$ cat config.mk
export PLATFORM = sky130hd
export DESIGN_NAME = spectral_brightness_ratio
export DESIGN_NICKNAME = d
export VERILOG_FILES = /design/src/sbr_pkg.sv /design/src/sbr_accum.sv /design/src/sbr_divider.sv /design/src/spectral_brightness_ratio.sv
export SDC_FILE = /design/constraint.sdc
export NUM_CORES = 1
export LEC_CHECK = 0
export BUFFER_PORTS_ARGS = -buffer_cell sky130_fd_sc_hd__buf_4
export CAP_MARGIN = 20
export CELL_PAD_IN_SITES_DETAIL_PLACEMENT = 1
export CELL_PAD_IN_SITES_GLOBAL_PLACEMENT = 2
export CORE_MARGIN = 2
export CORE_UTILIZATION = 44
export DETAILED_ROUTE_END_ITERATION = 10
export PLACE_DENSITY = 0.94
export SLEW_MARGIN = 20
export SYNTH_ARGS = -nofsm -noshare
export SYNTH_HDL_FRONTEND = slang
export SYNTH_SLANG_ARGS = --single-unit
export TNS_END_PERCENT = 10
$ cat constraint.sdc
create_clock -name clk -period 10.3 [get_ports clk]
set_input_delay 0.515 -clock clk [delete_from_list [all_inputs] [get_ports clk]]
set_output_delay 0.515 -clock clk [all_outputs]
set_load 0.02 [all_outputs]
$ cat src/sbr_pkg.sv
// ----------------------------------------------------------------------------
// sbr_pkg: shared types and constants for the spectral brightness block
// Item layouts, divider request, sequencer states and fixed field widths.
// ----------------------------------------------------------------------------
package sbr_pkg;

	localparam int MAG_W       = 16;  // magnitude field width
	localparam int CUT_W       = 12;  // cutoff register width
	localparam int SUM_W       = 44;  // band sum width
	localparam int BRIGHT_W    = 17;  // brightness width, Q0.16 plus the 1.0 code
	localparam int RATIO_W     = 32;  // high to low ratio width, Q16.16
	localparam int FRAC_W      = 16;  // fraction bits of both quotients
	localparam int DIV_W       = SUM_W + 1;  // divisor and remainder width
	localparam int DIV_BITS    = 32;  // widest quotient the divider produces
	localparam int CNT_W       = 6;   // divider step counter width
	localparam int BRIGHT_STEPS = 17;
	localparam int RATIO_STEPS  = 32;

	typedef struct packed {
		logic [MAG_W-1:0] magnitude;
		logic             last_bin;
	} bin_item_t;

	typedef struct packed {
		logic [BRIGHT_W-1:0] brightness;
		logic [RATIO_W-1:0]  high_to_low;
		logic [SUM_W-1:0]    low_energy;
		logic [SUM_W-1:0]    high_energy;
	} res_item_t;

	typedef struct packed {
		logic                start;
		logic [DIV_W-1:0]    rem;
		logic [DIV_BITS-1:0] bits;
		logic [DIV_W-1:0]    divisor;
		logic [CNT_W-1:0]    count;
	} div_req_t;

	typedef enum logic [2:0] {
		ST_IDLE,
		ST_ADD,
		ST_BR_INIT,
		ST_BR_RUN,
		ST_RT_INIT,
		ST_RT_RUN,
		ST_DONE
	} sbr_state_t;

endpackage

$ cat src/sbr_accum.sv
// ----------------------------------------------------------------------------
// sbr_accum: squared magnitude band accumulator
// Squares one magnitude into a register, then adds it with saturation to the
// low or the high band sum.
// ----------------------------------------------------------------------------
module sbr_accum import sbr_pkg::*; #(
	parameter int MAGW = 16
) (
	input  logic             clk,
	input  logic             arst_n,
	input  logic             en,
	input  logic             low_sel,
	input  logic [MAGW-1:0]  mag,
	input  logic             clear,
	output logic [SUM_W-1:0] low_sum,
	output logic [SUM_W-1:0] high_sum
);

	logic                vld_s1;
	logic                sel_s1;
	logic [2*MAGW-1:0]   energy_s1;
	logic [SUM_W-1:0]    low_q;
	logic [SUM_W-1:0]    high_q;
	logic [SUM_W:0]      base;
	logic [SUM_W:0]      sum;
	logic [SUM_W-1:0]    sat;

	always_ff @(posedge clk) begin
		energy_s1 <= mag * mag;
		sel_s1    <= low_sel;
	end

	// One adder serves both bands; the selected sum is the other operand.
	always_comb begin
		base = {1'b0, (sel_s1 ? low_q : high_q)};
		sum  = base + (SUM_W+1)'(energy_s1);
		sat  = sum[SUM_W] ? {SUM_W{1'b1}} : sum[SUM_W-1:0];
	end

	always_ff @(posedge clk or negedge arst_n) begin
		if (!arst_n) begin
			vld_s1 <= 1'b0;
			low_q  <= '0;
			high_q <= '0;
		end else begin
			vld_s1 <= en;
			if (clear) begin
				low_q  <= '0;
				high_q <= '0;
			end else if (vld_s1) begin
				if (sel_s1) begin
					low_q <= sat;
				end else begin
					high_q <= sat;
				end
			end
		end
	end

	assign low_sum  = low_q;
	assign high_sum = high_q;

endmodule

$ cat src/sbr_divider.sv
// ----------------------------------------------------------------------------
// sbr_divider: shared restoring divider
// Produces one quotient bit per cycle from a preloaded partial remainder and
// the remaining numerator bits, most significant first.
// ----------------------------------------------------------------------------
module sbr_divider import sbr_pkg::*; (
	input  logic                clk,
	input  logic                arst_n,
	input  div_req_t            req,
	output logic                busy,
	output logic [DIV_BITS-1:0] quot
);

	logic                busy_q;
	logic [CNT_W-1:0]    cnt_q;
	logic [DIV_W-1:0]    rem_q;
	logic [DIV_BITS-1:0] bits_q;
	logic [DIV_W-1:0]    dvs_q;
	logic [DIV_BITS-1:0] quot_q;
	logic [DIV_W:0]      trial;
	logic [DIV_W:0]      diff;
	logic                fits;

	// The remainder stays below the divisor, so the difference fits DIV_W bits.
	always_comb begin
		trial = {rem_q, bits_q[DIV_BITS-1]};
		diff  = trial - {1'b0, dvs_q};
		fits  = trial >= {1'b0, dvs_q};
	end

	always_ff @(posedge clk or negedge arst_n) begin
		if (!arst_n) begin
			busy_q <= 1'b0;
			cnt_q  <= '0;
		end else if (req.start) begin
			busy_q <= 1'b1;
			cnt_q  <= req.count;
		end else if (busy_q) begin
			cnt_q <= cnt_q - CNT_W'(1);
			if (cnt_q == CNT_W'(1)) begin
				busy_q <= 1'b0;
			end
		end
	end

	always_ff @(posedge clk) begin
		if (req.start) begin
			rem_q  <= req.rem;
			bits_q <= req.bits;
			dvs_q  <= req.divisor;
			quot_q <= '0;
		end else if (busy_q) begin
			rem_q  <= fits ? diff[DIV_W-1:0] : trial[DIV_W-1:0];
			bits_q <= {bits_q[DIV_BITS-2:0], 1'b0};
			quot_q <= {quot_q[DIV_BITS-2:0], fits};
		end
	end

	assign busy = busy_q;
	assign quot = quot_q;

endmodule

$ cat src/spectral_brightness_ratio.sv
// ----------------------------------------------------------------------------
// spectral_brightness_ratio: spectral brightness and high to low band ratio
// Accumulates squared magnitude bins into two band sums split at a cutoff bin
// and, on the last bin of a frame, divides them into the brightness and the
// high to low ratio.
// ----------------------------------------------------------------------------
// Bins: a new bin is taken only after the last one is squared, then added with
// saturation; bin_stall also holds bins off while a frame's divisions run.
// Result: after a frame's last bin, the shared one-bit-per-cycle divider works out
// 17 brightness and then 32 ratio quotient bits, then res_valid rises with the
// result. A division is skipped for a zero divisor or a saturated ratio.
// Reset clears the sums, the bin counter, the cutoff register and the result valid flag.
module spectral_brightness_ratio import sbr_pkg::*; #(
	parameter int MAX_BINS = 4096,
	parameter int MAG_BITS = 16
) (
	input  logic             clk,
	input  logic             arst_n,
	input  logic             bin_valid,
	output logic             bin_stall,
	input  bin_item_t        bin_item,
	output logic             res_valid,
	input  logic             res_stall,
	output res_item_t        res_item,
	input  logic             cfg_we,
	input  logic [CUT_W-1:0] cfg_data
);

	// The bin counter is as wide as the frame length needs; the cutoff compare
	// runs at the wider of the counter and the cutoff register.
	localparam int POS_W   = $clog2(MAX_BINS);
	localparam int CMP_W   = (POS_W > CUT_W) ? POS_W : CUT_W;
	localparam int MAG_USE = (MAG_BITS < MAG_W) ? MAG_BITS : MAG_W;
	localparam logic [POS_W-1:0] POS_MAX = POS_W'(MAX_BINS - 1);

	sbr_state_t          state_q;
	sbr_state_t          state_d;
	logic [POS_W-1:0]    pos_q;
	logic [CUT_W-1:0]    cutoff_q;
	logic                last_q;
	logic [BRIGHT_W-1:0] bright_q;
	logic [RATIO_W-1:0]  ratio_q;
	logic                res_valid_q;
	res_item_t           res_item_q;

	logic                acc_en;
	logic                acc_clear;
	logic                low_sel;
	logic [SUM_W-1:0]    low_sum;
	logic [SUM_W-1:0]    high_sum;
	logic [DIV_W-1:0]    total;
	logic                ratio_ovf;
	logic                take_res;
	div_req_t            div_req;
	logic                div_busy;
	logic [DIV_BITS-1:0] div_quot;

	// A bin at or below the cutoff position belongs to the low band.
	assign low_sel = CMP_W'(pos_q) <= CMP_W'(cutoff_q);

	// Both band sums together; a nonzero total is the brightness divisor.
	assign total = {1'b0, low_sum} + {1'b0, high_sum};

	// The ratio saturates when high * 2^16 / low would not fit in 32 bits,
	// which is exactly when high reaches low * 2^16.
	assign ratio_ovf = (SUM_W+FRAC_W)'(high_sum) >= {low_sum, {FRAC_W{1'b0}}};

	sbr_accum #(
		.MAGW(MAG_USE)
	) u_accum (
		.clk      (clk),
		.arst_n   (arst_n),
		.en       (acc_en),
		.low_sel  (low_sel),
		.mag      (bin_item.magnitude[MAG_USE-1:0]),
		.clear    (acc_clear),
		.low_sum  (low_sum),
		.high_sum (high_sum)
	);

	sbr_divider u_div (
		.clk    (clk),
		.arst_n (arst_n),
		.req    (div_req),
		.busy   (div_busy),
		.quot   (div_quot)
	);

	// Sequencer. Each bin is squared and added; the last bin of a frame then
	// runs the brightness division and the ratio division through the one
	// divider. Both divisions start from a partial remainder that is already
	// below the divisor, so only the quotient bits that can be set are worked
	// out: 17 for the brightness (it never exceeds 1.0) and 32 for the ratio
	// once its saturation has been ruled out.
	always_comb begin
		state_d   = state_q;
		acc_en    = 1'b0;
		acc_clear = 1'b0;
		take_res  = 1'b0;
		div_req   = '0;
		bin_stall = (state_q != ST_IDLE);
		unique case (state_q)
			ST_IDLE: begin
				if (bin_valid) begin
					acc_en  = 1'b1;
					state_d = ST_ADD;
				end
			end
			ST_ADD: begin
				state_d = last_q ? ST_BR_INIT : ST_IDLE;
			end
			ST_BR_INIT: begin
				if (total == '0) begin
					state_d = ST_RT_INIT;
				end else begin
					div_req.start   = 1'b1;
					div_req.rem     = DIV_W'(high_sum >> 1);
					div_req.bits    = {high_sum[0], {(DIV_BITS-1){1'b0}}};
					div_req.divisor = total;
					div_req.count   = CNT_W'(BRIGHT_STEPS);
					state_d         = ST_BR_RUN;
				end
			end
			ST_BR_RUN: begin
				if (!div_busy) begin
					state_d = ST_RT_INIT;
				end
			end
			ST_RT_INIT: begin
				if (low_sum == '0 || ratio_ovf) begin
					state_d = ST_DONE;
				end else begin
					div_req.start   = 1'b1;
					div_req.rem     = DIV_W'(high_sum >> FRAC_W);
					div_req.bits    = {high_sum[FRAC_W-1:0], {(DIV_BITS-FRAC_W){1'b0}}};
					div_req.divisor = DIV_W'(low_sum);
					div_req.count   = CNT_W'(RATIO_STEPS);
					state_d         = ST_RT_RUN;
				end
			end
			ST_RT_RUN: begin
				if (!div_busy) begin
					state_d = ST_DONE;
				end
			end
			ST_DONE: begin
				// The result register must be free or emptying this cycle.
				if (!res_valid_q || !res_stall) begin
					take_res  = 1'b1;
					acc_clear = 1'b1;
					state_d   = ST_IDLE;
				end
			end
			default: begin
				state_d = ST_IDLE;
			end
		endcase
	end

	always_ff @(posedge clk or negedge arst_n) begin
		if (!arst_n) begin
			state_q     <= ST_IDLE;
			pos_q       <= '0;
			cutoff_q    <= '0;
			res_valid_q <= 1'b0;
		end else begin
			state_q <= state_d;
			if (cfg_we) begin
				cutoff_q <= cfg_data;
			end
			// The position restarts after the last bin and holds at the
			// final position of an overlong frame.
			if (acc_en) begin
				if (bin_item.last_bin) begin
					pos_q <= '0;
				end else if (pos_q != POS_MAX) begin
					pos_q <= pos_q + POS_W'(1);
				end
			end
			if (take_res) begin
				res_valid_q <= 1'b1;
			end else if (!res_stall) begin
				res_valid_q <= 1'b0;
			end
		end
	end

	always_ff @(posedge clk) begin
		if (acc_en) begin
			last_q <= bin_item.last_bin;
		end
		if (state_q == ST_BR_INIT && total == '0) begin
			bright_q <= '0;
		end else if (state_q == ST_BR_RUN && !div_busy) begin
			bright_q <= div_quot[BRIGHT_W-1:0];
		end
		if (state_q == ST_RT_INIT && low_sum == '0) begin
			ratio_q <= '0;
		end else if (state_q == ST_RT_INIT && ratio_ovf) begin
			ratio_q <= {RATIO_W{1'b1}};
		end else if (state_q == ST_RT_RUN && !div_busy) begin
			ratio_q <= div_quot[RATIO_W-1:0];
		end
		if (take_res) begin
			res_item_q.brightness  <= bright_q;
			res_item_q.high_to_low <= ratio_q;
			res_item_q.low_energy  <= low_sum;
			res_item_q.high_energy <= high_sum;
		end
	end

	assign res_valid = res_valid_q;
	assign res_item  = res_item_q;

endmodule

# Yosys cells after proc, flatten, opt, wreduce, memory -nomap -nowiden
# Cells that the tools add are included.
[totals] register_bits=498 out_inout_bits=139 elab_cells=107
[op_classes] n_addsub=5 mul=1 n_lt_le_gt_ge=3 n_eq_ne=14 muxes=39 reduce_logical=23
[op_table] op="$mux 44" count=8
[op_table] op="$mux 129" count=2
[op_table] op="$pmux 129 s2" count=1
[op_table] op="$mux 45" count=3
[op_table] op="$mux 32" count=4
[op_table] op="$ge 44x60->1" count=1
[op_table] op="$ge 46x45->1" count=1
[op_table] op="$add 44x32->45" count=1
[op_table] op="$add 44x44->45" count=1
[op_table] op="$logic_not 45->1" count=1
[op_table] op="$sub 45x45->45" count=1
[op_table] op="$logic_not 44->1" count=1
[op_table] op="$mul 16x16->32" count=1
[op_table] op="$mux 12" count=2
[op_table] op="$pmux 3 s7" count=1
[op_table] op="$mux 3" count=5
[op_table] op="$add 12x1->12 const B" count=1
[op_table] op="$le 12x12->1" count=1
[op_table] op="$mux 6" count=2
[op_table] op="$ne 12x12->1 const B" count=1
[op_table] op="$ne 2x2->1 const B" count=5
[op_table] op="$reduce_bool 2->1" count=5
[op_table] op="$eq 3x3->1 const B" count=3
[op_table] op="$mux 1" count=9
[op_table] op="other kinds (13)" count=24

# Depth between registers and ports, before layout
# Gate-level depths: netlist of the first run.
[depth] word_depth=6 ltp_mapped=28 depth_no_buf=27

# Cells and area by module
# Synthesis of the first run repeated with hierarchy kept, for this count alone.
[hier_totals] hier_cells=3776 area_unflattened_um2=36020.8
[modules_own_cells] mod="sbr_accum" n_inst=1 cells_per_inst=1624 area_per_inst_um2=14405.1
[modules_own_cells] mod="spectral_brightness_ratio" n_inst=1 cells_per_inst=1250 area_per_inst_um2=12333.1
[modules_own_cells] mod="sbr_divider" n_inst=1 cells_per_inst=902 area_per_inst_um2=9282.7

# Least setup slack after synthesis of the first run
# OpenSTA, ideal clock, no wires.
[synth_path] path_kind="input port to flip-flop" from="input port bin_item[2] in the netlist's numbering" to="register u_accum.energy_s1[24]" setup_time_ns=0.120 t_arrival_ns=6.426 t_required_ns=10.180 slack_ns=3.754 path_stages=24 path_cell_list="clkbuf_1 clkbuf_1 nand2_1 fa_1 fa_1 inv_1 ha_1 ha_1 fa_1 inv_1 fa_1 inv_1 ha_1 a2111oi_0 o21ai_0 a41oi_1 o21ai_0 o41ai_1 nor2b_1 o21a_1 o21a_1 o21ai_0 nand2b_1 xor2_1"
[synth_between] elab_chain_len=1
[synth_lines] element="start: declaration" line="spectral_brightness_ratio.sv:21" rtl="input bin_item_t bin_item,"
[synth_lines] element="$mul 16x16->32" line="sbr_accum.sv:29" rtl="energy_s1 <= mag * mag;"
[synth_lines] element="end signal: assignment" line="sbr_accum.sv:29"
[synth_lines] element="end: declaration" line="sbr_accum.sv:21" rtl="logic [2*MAGW-1:0] energy_s1;"
# Every way passes these cells.
# A chain may end at the register's enable or synchronous reset.

# Worst setup path in the final report of the first run
[layout_path] from="input port bin_item[7] in the netlist's numbering" to="register u_accum.energy_s1[24]"
# The elaborated chain is that of the path after synthesis.

==> results of run 1 <==
[layer usage]
layer  wire [µm]  vias up  GRT usage
li1            -    12865          -
met3        4982      166    0.02799
met2       50850      673     0.4453
met1       46620    13809     0.3572
met5           0        -          0
met4        3919        0    0.09185
[cells in the final DEF, fill, tap and decap left out, drive strengths merged, types with 20 or more instances in the layout]
cell,count
a211oi,65
a21o,94
a21oi,236
a22o,25
a22oi,30
a31oi,55
and2,84
buf,212
clkbuf,70
dfrtp,124
dfxtp,113
edfxtp,244
fa,166
ha,265
inv,394
mux2,33
mux2i,48
nand2,361
nand2b,28
nand3,50
nand4,45
nor2,264
nor2b,28
nor3,45
nor4,28
o21a,28
o21ai,216
o21bai,21
o31ai,20
xnor2,90
xor2,55
[worst paths after layout]
path                                 startpoint                    end  slack (ps)  cells past startpoint
max                                 bin_item[7]  u_accum.energy_s1[24]        3690                     24
min                                cfg_data[11]           cutoff_q[11]          90                      3
max reg2reg                u_accum.high_sum[31]         u_div.dvs_q[1]        3810                     15
min reg2reg                         ratio_q[23]          res_item[111]         430                      0
max in group asynchronous                arst_n            cutoff_q[7]        8620                      3
min in group asynchronous                arst_n    u_accum.high_sum[4]         500                      2
[cells by family (layout without fill, tap and decap cells)]
group,Yosys count,after routing,share of synthesized area
AOI/OAI and AO/OA,910,910,0.1730
xor gates and xnor gates,145,145,0.03714
adders and majority gates,431,431,0.1942
buffers and inverters,549,705,0.06195
DFF,481,481,0.3712
muxes,81,81,0.02492
and+or+nand+nor,1004,1004,0.1377
[report_power, final]
| part | leakage, µW | switching (µW) | internal [µW] | total [µW] |
|---|---|---|---|---|
| sequential | 0.00466 | 234 | 2300 | 2540 |
| clock | 0.000922 | 859 | 1180 | 2040 |
| combinational | 0.0115 | 3050 | 2170 | 5220 |
| total | 0.0171 | 4140 | 5660 | 9800 |
[Yosys cell counts, types with 61 or more instances]
cell type / count / area (µm²)
sky130_fd_sc_hd__inv_1: 389 / 1460
sky130_fd_sc_hd__nand2_1: 361 / 1355
sky130_fd_sc_hd__ha_1: 265 / 3316
sky130_fd_sc_hd__nor2_1: 262 / 983.4
sky130_fd_sc_hd__edfxtp_1: 244 / 7327
sky130_fd_sc_hd__a21oi_1: 235 / 1176
sky130_fd_sc_hd__o21ai_0: 178 / 890.9
sky130_fd_sc_hd__fa_1: 166 / 3323
sky130_fd_sc_hd__clkbuf_1: 135 / 506.7
sky130_fd_sc_hd__dfrtp_1: 124 / 3103
sky130_fd_sc_hd__dfxtp_1: 113 / 2262
sky130_fd_sc_hd__a21o_1: 94 / 705.7
sky130_fd_sc_hd__xnor2_1: 90 / 788.3
sky130_fd_sc_hd__and2_1: 84 / 525.5
sky130_fd_sc_hd__a211oi_1: 61 / 457.9
[registers in the layout, summed over array words and instances (netlist names)]
register           flops
pos_q                 12
u_accum.high_sum      44
u_div.quot            32
u_accum.energy_s1     31
u_accum.vld_s1         1
u_div.busy             1
res_valid              1
u_div.cnt_q            6
u_accum.sel_s1         1
u_div.rem_q           45
bright_q              17
res_item             137
last_q                 1
u_div.dvs_q           45
ratio_q               32
u_div.bits_q          16
u_accum.low_sum       44
state_q                3
cutoff_q              12
[area by class of cell]
type | instances | area (µm²)
timing repair buffer | 213 | 1605
clock inverter | 31 | 377.9
inverter | 391 | 1475
sequential | 481 | 12690
tap | 1040 | 1301
clock buffer | 70 | 1524
fill | 8774 | 38790
multi-input combinational | 2571 | 19440
[worst max-delay path: stages]
cell and delay, ps:
sky130_fd_sc_hd__buf_4 230, sky130_fd_sc_hd__and2_1 210, sky130_fd_sc_hd__inv_1 70, sky130_fd_sc_hd__fa_1 490
sky130_fd_sc_hd__fa_1 490, sky130_fd_sc_hd__inv_1 40, sky130_fd_sc_hd__ha_1 210, sky130_fd_sc_hd__fa_1 480
sky130_fd_sc_hd__fa_1 490, sky130_fd_sc_hd__inv_1 60, sky130_fd_sc_hd__fa_1 530, sky130_fd_sc_hd__inv_1 50
sky130_fd_sc_hd__ha_1 340, sky130_fd_sc_hd__a2111oi_0 410, sky130_fd_sc_hd__o21ai_0 200, sky130_fd_sc_hd__a41oi_1 460
sky130_fd_sc_hd__o21ai_0 230, sky130_fd_sc_hd__o41ai_1 600, sky130_fd_sc_hd__nor2b_1 160, sky130_fd_sc_hd__o21a_1 220
sky130_fd_sc_hd__o21a_1 190, sky130_fd_sc_hd__o21ai_0 150, sky130_fd_sc_hd__nand2b_1 110, sky130_fd_sc_hd__xor2_1 150
[what timing repair did]
| item | 4_1_cts | 5_1_grt |
|---|---|---|
| resized for setup | 0 | 0 |
| hold buffers | 1 | 0 |
| hold endpoints to repair | 76 | 0 |
| setup endpoints to repair | 0 | 0 |
[metrics by stage]
stage,instances,total power (µW)
4_1_cts,4797,9858
3_5_place_dp,4695,7748
2_1_floorplan,3601,6432
3_3_place_gp,4695,7526
6_report,4797,9803
5_1_grt,4797,10600
==> results.md, run 1 <==
| Stage | Metric | This run |
|:---|:---|:---|
| outcome | Result of the run | finished, final reports clean |
| cells and area | Area growth syn-to-layout | 12.37% |
| sta | Total Negative Setup Slacks | 0 ps |
| clocking | Clock-pin slew on the worst setup and hold paths | 60 ps |
| global routing | Pin count of the biggest net entering global routing | 125 |
| detailed routing | Total via count in the routed design | 27513 |
| sta | Largest clock skew in the final design | 36.49 ps |
| detailed routing | Mean number of vias per cell | 5.735 |
| pwr | Total leakage power | 0.01707 µW |
| die | Number of top-level pins | 173 |
| place | DP Area | 36510 µm² |
| place | Final weighted congestion in routability-driven placement | 0.9287 |
| die | Effective utilization at floorplan | 0.4429 |
| die | Core Footprint | 77210 µm² |
| cells and area | Finished Core Util | 0.4976 |
| sta | Tightest slew margin relative to the limit | 0.2568 |
| sta | PnR worst setup slack | 3691 ps |
| worst hold path | Class of the most critical hold timing path | in -> reg |
| clocking | Number of buffers created by CTS | 54 |
| global routing | Total grt overflow | 0 |
| synth | Count of distinct cell types in the synthesized netlist | 89 |
| sta | Slew at the pin closest to its max-slew limit | 1115 ps |
| global routing | Global routing usage summed across all routing layers | 0.2653 |
| worst setup path | Endpoint arrival time on the critical path | 7100 ps |
| die | Horizontal die dimension | 282.8 µm |
| sta | Fin. max-slew vios | 0 |
| detailed routing | Number of antenna-violating nets in the routed design | 0 |
| global routing | Via count of the first global-routing pass | 28874 |
| synth | Number of instances in the synthesized netlist | 3601 |
| die | Area of the die | 79960 µm² |
| cells and area | Diodes inserted | 0 |
| place | Number of I/O port buffers | 172 |
| synth | Main flop type after synthesis | sky130_fd_sc_hd__edfxtp_1 |
| sta | Min Hold Slack | 85.15 ps |
| worst setup path | Maximum fanout along the worst path | 17 |
| die | Height of the die | 282.8 µm |
| worst setup path | Critical path data required time | 10790 ps |
| worst setup path | Sort of element at the end of the critical path | flip-flop |
| pwr | Maximum vdd ir drop | 0.0002106 V |
| detailed routing | Detailed Route WL | 106400 µm |
| clocking | CTS tree | done |
| synth | Mean Syn Cell Area | 9.496 µm² |
| worst setup path | Startpoint type of the worst setup path | input port |
| sta | Final setup violation count | 0 |
| detailed routing | DRC | 0 |
| clocking | Worst-skew pair later-pin latency | 640 ps |
| cells and area | Post-route design area | 38420 µm² |
| detailed routing | Average wire per standard cell | 22.17 µm |
| cells and area | Share of final-layout standard cells stronger than drive strength 1 | 0.1043 |
| run | Reported max-cap violation count | 0 |
| synth | Number of synthesized flops with an enable pin | 244 |
| synth | Share of synthesized area occupied by flip-flops and latches | 0.3712 |
| place | Total half-perimeter wirelength after legalization and detailed placement | 79300 µm |
| clocking | Clock tree buffer depth | 3 |
| sta | Time the worst path needs with I/O delays and setup | 6609 ps |
| synth | Proportion of register bits with asynchronous set or reset after synthesis | 0.2578 |
| synth | Synth warnings | 0 |
| sta | Setup repair after global routing missed its margin | false |
| sta | Tcrit/Tclk final | 0.6417 |
| detailed routing | Number of design-rule violations left by the first detailed-router iteration | 1664 |
| sta | Number of failing hold endpoints at the final stage | 0 |
| worst setup path | Critical path start-end classification | in -> reg |
| synth | Net count after synthesis | 4066 |
| clocking | Cell at the root of the clock tree | sky130_fd_sc_hd__clkbuf_16 |
| pwr | Power per standard cell area | 255.1 nW/µm² |
| clocking | CTS H-tree lvls | 2 |
| place | Pre-CTS worst setup slack | 3086 ps |
| cells and area | Number of nets in the final layout | 4177 |
| die | Placement Rows | 102 |
| synth | Syn Std Cell Area | 34190 µm² |
| global routing | First-pass GRT wire length | 165600 µm |
| clocking | Clock sinks | 481 |
| detailed routing | Detailed-router iteration count before antenna repair | 5 |
| sta | Highest clock frequency the design can meet | 151.3 MHz |
| synth | Register bit count reported by yosys | 481 |
| global routing | Initial antenna violation count | 0 |
| clocking | Number of buffers added for setup after CTS | 0 |
Note: power is estimated with default switching activity, not from simulation.
==> run 2, diff against run 1 <==
--- a/config.mk
+++ b/config.mk
@@ -10,9 +10,9 @@
 export CELL_PAD_IN_SITES_DETAIL_PLACEMENT = 1
 export CELL_PAD_IN_SITES_GLOBAL_PLACEMENT = 2
 export CORE_MARGIN = 2
-export CORE_UTILIZATION = 44
+export CORE_UTILIZATION = 37
 export DETAILED_ROUTE_END_ITERATION = 10
-export PLACE_DENSITY = 0.94
+export PLACE_DENSITY = 0.84
 export SLEW_MARGIN = 20
 export SYNTH_ARGS = -nofsm -noshare
 export SYNTH_HDL_FRONTEND = slang
==> constraint.sdc (replaced) <==
create_clock -name clk -period 5.7 [get_ports clk]
set_input_delay 0.285 -clock clk [delete_from_list [all_inputs] [get_ports clk]]
set_output_delay 0.285 -clock clk [all_outputs]
set_load 0.02 [all_outputs]
==> results.md, run 2 (same netlist as run 1, synthesis figures left out) <==
| Stage | Metric | This run |
|:---|:---|:---|
| cells and area | Multi-input logic area | 19600 µm² |
| detailed routing | Number of design-rule violations left by the first detailed-router iteration | 1816 |
| detailed routing | Total via count in the routed design | 28189 |
| cells and area | Number of nets in the final layout | 4392 |
| place | Total half-perimeter wirelength after legalization and detailed placement | 85170 µm |
| clocking | Clock tree buffer depth | 3 |
| run | Reported max-cap violation count | 0 |
| cells and area | Area growth syn-to-layout | 18.15% |
| place | Number of I/O port buffers | 172 |
| worst hold path | Class of the most critical hold timing path | in -> reg |
| worst setup path | Critical path data required time | 6200 ps |
| sta | Largest clock skew in the final design | 56.39 ps |
| global routing | Pin count of the biggest net entering global routing | 135 |
| die | Placement Rows | 111 |
| cells and area | Most common cell after layout, fill and taps aside | sky130_fd_sc_hd__inv_1 |
| sta | Fin. max-slew vios | 0 |
| place | DP Area | 38180 µm² |
| worst setup path | Sort of element at the end of the critical path | flip-flop |
| place | Pre-CTS worst setup slack | -540.5 ps |
| detailed routing | Mean number of vias per cell | 5.467 |
| clocking | Worst-skew pair later-pin latency | 660 ps |
| die | Effective utilization at floorplan | 0.3730 |
| clocking | Clock sinks | 481 |
| outcome | Result of the run | finished, final reports clean |
| sta | Tightest slew margin relative to the limit | 0.2181 |
| place | Final weighted congestion in routability-driven placement | 0.9080 |
| pwr | Power per standard cell area | 475.9 nW/µm² |
| worst setup path | Cells along the critical path | buf_4 -> buf_6 -> nand2_1 -> fa_1 -> inv_1 -> fa_1 -> fa_1 -> fa_1 -> fa_1 -> inv_1 -> fa_1 -> inv_1 -> ha_4 -> o211a_1 -> o21ai_0 -> o21ai_2 -> o41ai_4 -> nor2b_2 -> o21a_1 -> o21a_1 -> o21ai_2 -> nand2b_1 -> xor2_1 |
| die | Area of the die | 94860 µm² |
| pwr | Total leakage power | 0.01805 µW |
| global routing | Via count of the first global-routing pass | 29522 |
| global routing | First-pass GRT wire length | 174700 µm |
| sta | Setup repair after global routing missed its margin | true |
| detailed routing | DRC | 0 |
| sta | Highest clock frequency the design can meet | 182.4 MHz |
| sta | Final setup violation count | 0 |
| worst setup path | Largest stage delay on the critical path | 590 ps |
| worst setup path | Startpoint type of the worst setup path | input port |
| worst setup path | Buf/Inv on CP | 5 |
| clocking | CTS tree | done |
| sta | Slew at the pin closest to its max-slew limit | 1161 ps |
| place | Total instance count after detailed placement | 5017 |
| detailed routing | Number of antenna-violating nets in the routed design | 0 |
| detailed routing | Average wire per standard cell | 21.85 µm |
| clocking | Cell at the root of the clock tree | sky130_fd_sc_hd__clkbuf_16 |
| detailed routing | Detailed Route WL | 112700 µm |
| cells and area | Count of non-filler cells in the finished layout | 5156 |
| worst setup path | Slowest-stage cell, CP | sky130_fd_sc_hd__fa_1 |
| sta | PnR worst setup slack | 218.0 ps |
| cells and area | Sequential cell area | 12690 µm² |
| global routing | Total grt overflow | 0 |
| sta | Time the worst path needs with I/O delays and setup | 5482 ps |
| cells and area | Share of final-layout standard cells stronger than drive strength 1 | 0.1487 |
| die | Height of the die | 308 µm |
| global routing | Global routing usage summed across all routing layers | 0.2357 |
| clocking | CTS H-tree lvls | 2 |
| cells and area | Finished Core Util | 0.4408 |
| global routing | Initial antenna violation count | 0 |
| die | Number of top-level pins | 173 |
| cells and area | Most frequent cells in the layout | 385 x sky130_fd_sc_hd__inv_1, 384 x sky130_fd_sc_hd__buf_4, 358 x sky130_fd_sc_hd__nand2_1 |
| detailed routing | Detailed-router iteration count before antenna repair | 5 |
| worst setup path | Most common cell on crit path | sky130_fd_sc_hd__fa_1 |
| pwr | Maximum vdd ir drop | 0.0006133 V |
| sta | Tcrit/Tclk final | 0.9618 |
| sta | Number of failing hold endpoints at the final stage | 0 |
| cells and area | Filler cell count | 10459 |
| worst setup path | Maximum fanout along the worst path | 9 |
| worst setup path | Kind of cell adding the most delay to the critical path | adder cells |
| clocking | Clock-pin slew on the worst setup and hold paths | 60 ps |
| clocking | Number of buffers created by CTS | 54 |
| die | Horizontal die dimension | 308 µm |
| worst setup path | Endpoint arrival time on the critical path | 5980 ps |
| cells and area | Post-route design area | 40400 µm² |
| cells and area | Flip-flop count of the largest register, all copies and words added | 137 |
| die | Core Footprint | 91660 µm² |
| worst setup path | Critical path start-end classification | in -> reg |
## run 2: cell count changes in the layout (fill, tap and decap cells not counted), sizes merged
cell	change
clkbuf	+1
clkinv	-1
dlygate4sd3	+35
inv	-1
bufinv	-3
clkinvlp	+1
buf	+180
diode	+1
## run 2: cell type report
cell class              instances  share of cell area
repair buffers                428             0.08380
clock inverters                27            0.006658
inverters                     391             0.03651
well taps                    1186             0.03673
flip-flops and latches        481              0.3142
clock buffers                  71             0.03679
diodes                          1          0.00006194
multi-input cells            2571              0.4852
## run 2: worst paths after layout
kind	from	to	cells after the start	slack, ps
min reg2reg	ratio_q[0]	res_item[88]	0	430
min	bin_item[1]	u_accum.energy_s1[0]	2	40
max reg2reg	u_accum.high_sum[19]	u_div.rem_q[21]	14	680
min in group asynchronous	arst_n	u_accum.high_sum[1]	2	290
max in group asynchronous	arst_n	u_div.busy	3	4210
max	bin_item[2]	u_accum.energy_s1[24]	23	220
## run 2: stage by stage
| stage | hold slack [ps] | total power, µW | TNS, ps |
|---|---|---|---|
| 2_1_floorplan | -10.59 | 11920 | -17.45 |
| 3_3_place_gp | 414.2 | 15100 | -1788 |
| 3_5_place_dp | 416.1 | 15460 | -3479 |
| 4_1_cts | 14.51 | 19040 | 0 |
| 5_1_grt | 40.82 | 20910 | -31.20 |
| 6_report | 38.16 | 19230 | 0 |
## run 2: what timing repair did
action,in CTS,in global routing
buffers inserted,0,4
gates resized for setup,0,16
endpoints found under the setup margin,0,5
hold buffers,36,0
endpoints found under the hold margin,102,0
## run 2: routing by layer
| layer | GRT usage | part of all wire | routed length, µm | vias up |
|---|---|---|---|---|
| met4 | 0.06943 | 0.029 | 3243 | 0 |
| met2 | 0.3950 | 0.47 | 53480 | 574 |
| li1 | - | - | - | 13261 |
| met1 | 0.3212 | 0.46 | 51340 | 14211 |
| met3 | 0.02467 | 0.041 | 4600 | 143 |
| met5 | 0 | 0 | 0 | - |
## run 2: report_power, final
part	leakage [µW]	internal, µW	switching, µW	total [µW]
clock	0.000844	1940	1540	3490
combinational	0.0125	5150	6210	11400
sequential	0.00466	4170	219	4390
